==> config.mk <==
export PLATFORM = sky130hd
export DESIGN_NAME = vrrb_ctrl
export DESIGN_NICKNAME = d
export VERILOG_FILES = /design/src/hw/rtl/vrrb_pkg.sv /design/src/hw/rtl/vrrb_ctrl.sv
export SDC_FILE = /design/constraint.sdc
export NUM_CORES = 1
export LEC_CHECK = 0
export BUFFER_PORTS_ARGS = -buffer_cell sky130_fd_sc_hd__buf_2
export CAP_MARGIN = 20
export CORE_AREA = 2 2 39 41
export CTS_CLUSTER_DIAMETER = 60
export CTS_CLUSTER_SIZE = 28
export DETAILED_ROUTE_END_ITERATION = 10
export DIE_AREA = 0 0 41 43
export PLACE_DENSITY_LB_ADDON = 0.15
export SLEW_MARGIN = 20
export SYNTH_ARGS = -nofsm -noshare
export SYNTH_HDL_FRONTEND = slang
export SYNTH_SLANG_ARGS = --single-unit
==> constraint.sdc <==
create_clock -name clk -period 2.3 [get_ports clk]
set_clock_uncertainty 0.05 [all_clocks]
set_input_delay 0.115 -clock clk [delete_from_list [all_inputs] [get_ports clk]]
set_output_delay 0.115 -clock clk [all_outputs]
set_load 0.02 [all_outputs]
==> src/hw/rtl/vrrb_pkg.sv <==
// ----------------------------------------------------------------------------
// vrrb_pkg
// Shared types and constants for the variable record ring buffer.
// ----------------------------------------------------------------------------
package vrrb_pkg;

    localparam int BUFFER_BYTES_DEF = 1024;
    localparam int HEADER_BYTES_DEF = 2;
    localparam int MAX_PAYLOAD_DEF  = 63;

    localparam int BYTE_W    = 8;
    localparam int LEN_W     = 6;
    localparam int COUNT_W   = 10;
    localparam int HDR_CNT_W = 4;

    localparam int S_TDATA_W = 16;
    localparam int S_TUSER_W = 2;
    localparam int M_TDATA_W = 32;
    localparam int M_TUSER_W = 1;

    typedef enum logic [1:0] {
        MODE_ENQ   = 2'd0,
        MODE_DATA  = 2'd1,
        MODE_DEQ   = 2'd2,
        MODE_CLEAR = 2'd3
    } mode_t;

    typedef enum logic [1:0] {
        ST_OK       = 2'd0,
        ST_NO_SPACE = 2'd1,
        ST_EMPTY    = 2'd2,
        ST_SEQ_ERR  = 2'd3
    } status_t;

    typedef struct packed {
        logic load;
        logic exec;
        logic hdr_wr;
        logic rd_hdr;
        logic rd_pay;
        logic len_go;
    } cmd_t;

    typedef struct packed {
        logic out_free;
        logic enq_go;
        logic deq_go;
        logic hdr_last;
        logic rd_done;
        logic len_zero;
    } sts_t;

endpackage

==> src/hw/rtl/vrrb_ctrl.sv <==
// ----------------------------------------------------------------------------
// vrrb_ctrl
// Sequencer: takes one request at a time and steps the datapath through
// execute, header write, header read and payload read.
// ----------------------------------------------------------------------------
module vrrb_ctrl
    import vrrb_pkg::*;
(
    input  logic clk,
    input  logic rst_n,
    input  logic s_tvalid,
    output logic s_tready,
    input  sts_t sts,
    output cmd_t cmd
);

    typedef enum logic [5:0] {
        S_IDLE = 6'b000001,
        S_EXEC = 6'b000010,
        S_HDR  = 6'b000100,
        S_RDH  = 6'b001000,
        S_LEN  = 6'b010000,
        S_PAY  = 6'b100000
    } state_t;

    state_t state_reg;
    state_t state_next;

    always_ff @(posedge clk or negedge rst_n)
    begin
        if (!rst_n)
        begin
            state_reg <= S_IDLE;
        end
        else
        begin
            state_reg <= state_next;
        end
    end

    always_comb
    begin
        state_next = state_reg;
        cmd        = '0;
        s_tready   = 1'b0;
        unique case (state_reg)
            S_IDLE:
            begin
                s_tready = 1'b1;
                cmd.load = s_tvalid;
                if (s_tvalid)
                begin
                    state_next = S_EXEC;
                end
            end
            S_EXEC:
            begin
                if (sts.out_free)
                begin
                    cmd.exec = 1'b1;
                    if (sts.enq_go)
                    begin
                        state_next = S_HDR;
                    end
                    else if (sts.deq_go)
                    begin
                        state_next = S_RDH;
                    end
                    else
                    begin
                        state_next = S_IDLE;
                    end
                end
            end
            S_HDR:
            begin
                cmd.hdr_wr = 1'b1;
                if (sts.hdr_last)
                begin
                    state_next = S_IDLE;
                end
            end
            S_RDH:
            begin
                cmd.rd_hdr = 1'b1;
                if (sts.rd_done)
                begin
                    state_next = S_LEN;
                end
            end
            S_LEN:
            begin
                if (!sts.len_zero)
                begin
                    cmd.len_go = 1'b1;
                    state_next = S_PAY;
                end
                else if (sts.out_free)
                begin
                    cmd.len_go = 1'b1;
                    state_next = S_IDLE;
                end
            end
            S_PAY:
            begin
                cmd.rd_pay = 1'b1;
                if (sts.rd_done)
                begin
                    state_next = S_IDLE;
                end
            end
            default:
            begin
                state_next = S_IDLE;
            end
        endcase
    end

endmodule

==> summary.txt <==
Outcome
  – Run status: finished clean

Yosys
  – Fraction of registers with async set/reset: 100%
  – Synth Flop Type: dfrtp_1
  – Cell variety after synth: 29
  – Yosys top cell area share: 26.7%
  – EDFF count, synth: 0
  – Top cells by area, synth: dfrtp_1 (27%), dfstp_2 (5.6%), buf_6 (4.8%), inv_1 (4.8%), nor3b_1 (4.8%)
  – Average cell area after synthesis: 9.02 µm²
  – Mapped Area: 469 µm²
  – Yosys reg bits: 6
  – Syn Nets: 61
  – Area leader, netlist: dfrtp_1
  – Mapped Cells: 52
  – Commonest cells in the netlist: inv_1 (6), dfrtp_1 (5), nor2_1 (4), nand3_1 (3), nor3b_1 (3)
  – Yosys warning count: 0
  – Most frequent cell after synthesis: inv_1
  – Sequential share of the synthesized area: 32.3%

Critical path
  – R2r worst-path depth: 4
  – Reg-to-Reg End: state_reg[0]
  – Worst path arrival time: 1.88 ns
  – Worst Path Required: 2.13 ns
  – CP max FO: 10
  – Crit path capture type: output port
  – FF-to-FF Start: state_reg[4]
  – CP Launch Type: flop
  – R2R Setup Slk: 0.58 ns
  – Kind of critical path: flop to output port

Layout
  – Fillcell total: 150
  – Register Area: 151 µm²
  – Nets: 80
  – Area growth, synth to finish: 24.3%
  – Share of cells above drive strength 1: 35.7%
  – ANT cells: 0
  – Multi-input gate area: 268 µm²
  – Final core utilization: 42.1%
  – Max FFs per register: 6

Die
  – Row count: 14
  – Core area: 0.00138 mm²
  – Ports: 16
  – Initial Utilization: 33.9%
  – Die width: 41 µm
  – Die ar.: 0.00176 mm²
  – Die height: 43 µm

Clock network
  – Num CTS Buffers: 3
  – Resize count post-CTS: 0
  – Clock sinks: 6
  – Clk slew on worst S/H paths: 0.05 ns
  – Clock Latency Late Sink: 0.24 ns
  – Max clock buf depth: 2
  – CTS tree: done
  – Clock root buffer master: clkbuf_4
  – CTS H-tree depth: 1

Route
  – Antenna Nets Post-Route: 0
  – Post-route DRC: 0
  – Drt first pass iters: 4
  – Routed wire length: 1030 µm
  – Vias: 436
  – Vias per inst: 5.07
  – DR WL/cell: 11.9 µm
  – Drt initial violations: 13

STA
  – Total Neg Setup Slack: 0 ns
  – Hold slack: 0.0356 ns
  – Fin crit share: 88.9%
  – Final Hold Fails: 0
  – Slew @ Worst Pin: 0.448 ns
  – Max-slew violations: 0
  – RSZ-0062 raised after global routing: false
  – Rel. slew slack: 69.9%
  – FMAX: 489 MHz
  – Final Setup Violations: 0
  – Min Clock Period, post-route: 2.05 ns

Power
  – Leak: 0.318 nW
  – Power per cell area: 873 mW/mm²
  – Max IR drop VDD: 442 µV
  – Total Power: 0.509 mW
  – Net Sw Frac: 38.8%
  – Reg power frac: 32.8%
  – Internal Pwr Total: 0.312 mW
  – Clk pwr share: 20.4%
  – Net Switching: 0.197 mW
  – Comb pwr share: 46.7%

Placement
  – Port Buffers: 15
  – GP Congestion: 0.733
  – Final HPWL DP: 842 µm

Global route
  – Number of global-route vias before repair: 411
  – GRT Total Usage: 14.3%
  – First-pass GRT wire length: 1670 µm
  – Total grt overflow: 0
  – Largest net degree at the start of global routing: 11
  – Initial antenna violation count: 0

Run
  – Max_cap viols: 0

Min path
  – Critical hold path startpoint: sts[1]
  – Hold Path End: state_reg[3]
  – Hold path depth: 2
  – Worst hold path class: input port to flop
## cell type report
class                   count  share of cell area, %
clock buffers               4                   4.51
multi-input cells          37                   45.9
flip-flops and latches      6                   26.0
inverters                   6                   3.86
well taps                  16                   3.43
repair buffers             17                   16.3
## through the flow
stage / instance area (µm²) / setup slack (ns) / std cells
2_1_floorplan: 469 / 0.469 / 52
3_3_place_gp: 537 / 0.539 / 80
3_5_place_dp: 537 / 0.518 / 80
4_1_cts: 583 / 0.241 / 86
5_1_grt: 583 / 0.173 / 86
6_report: 583 / 0.255 / 86
## logic make-up after synthesis
kind of cell | share of synthesized area (%)
AO/OA/AOI/OAI | 17.9
AND/OR/NAND/NOR | 35.5
XOR/XNOR | 3.73
flip-flops | 32.3
buffers and inverters | 10.7
## worst max-delay path by stage
stage / depth (start not counted) / start / end
global placement: 4 / state_reg[5] / cmd[5]
finish: 4 / state_reg[4] / cmd[5]
global route: 4 / state_reg[4] / cmd[5]
detailed placement: 4 / state_reg[4] / cmd[5]
floorplan: 5 / state_reg[5] / state_reg[1]
CTS: 4 / state_reg[4] / cmd[5]
## power by group through the flow
stage / clock (mW) / sequential (mW) / combinational, mW
floorplan: 0 / 0.159 / 0.184
global placement: 0 / 0.170 / 0.238
detailed placement: 0 / 0.168 / 0.236
CTS: 0.110 / 0.167 / 0.240
global route: 0.115 / 0.172 / 0.264
finish: 0.104 / 0.167 / 0.238
## layer usage
| layer | vias up | part of all wire, % | GRT usage [%] |
|---|---|---|---|
| li1 | 224 | - | - |
| met1 | 197 | 51 | 20.4 |
| met3 | 2 | 5.2 | 1.57 |
| met4 | 0 | 0.78 | 10.0 |
| met2 | 13 | 43 | 19.1 |
| met5 | - | 0 | 0 |
## critical path, cell delays in order, from the launching register on
cell and delay [ns]:
dfrtp_1 0.47, or4_4 0.60, nor3b_4 0.25, and2_4 0.17, buf_2 0.15
## placed cells by master, fill, tap and decap left out
| cell | count |
|---|---|
| or4_4 | 1 |
| o32ai_1 | 2 |
| nand3_1 | 3 |
| a221oi_1 | 1 |
| o311ai_0 | 1 |
| xor2_1 | 2 |
| nor3b_1 | 3 |
| o211ai_1 | 1 |
| nor3_1 | 2 |
| nor3b_4 | 1 |
| dlygate4sd3_1 | 2 |
| dfrtp_1 | 5 |
| nor2_4 | 1 |
| nor2_1 | 4 |
| nand2_1 | 2 |
| clkbuf_1 | 1 |
| o21ai_0 | 1 |
| or3_1 | 1 |
| dfstp_2 | 1 |
| and3_1 | 1 |
| buf_2 | 15 |
| a21oi_1 | 2 |
| nand2b_1 | 1 |
| a311o_2 | 1 |
| inv_1 | 6 |
| nand4bb_1 | 1 |
| nand4b_1 | 1 |
| a21o_1 | 2 |
| and2_4 | 1 |
| clkbuf_4 | 3 |
| and3_2 | 1 |
## timing repair
item | CTS | global route
endpoints found under the setup margin | 0 | 0
buffers inserted | 0 | 0
endpoints found under the hold margin | 7 | 0
hold buffers | 2 | 0
Note: power is estimated with default switching activity, not from simulation.
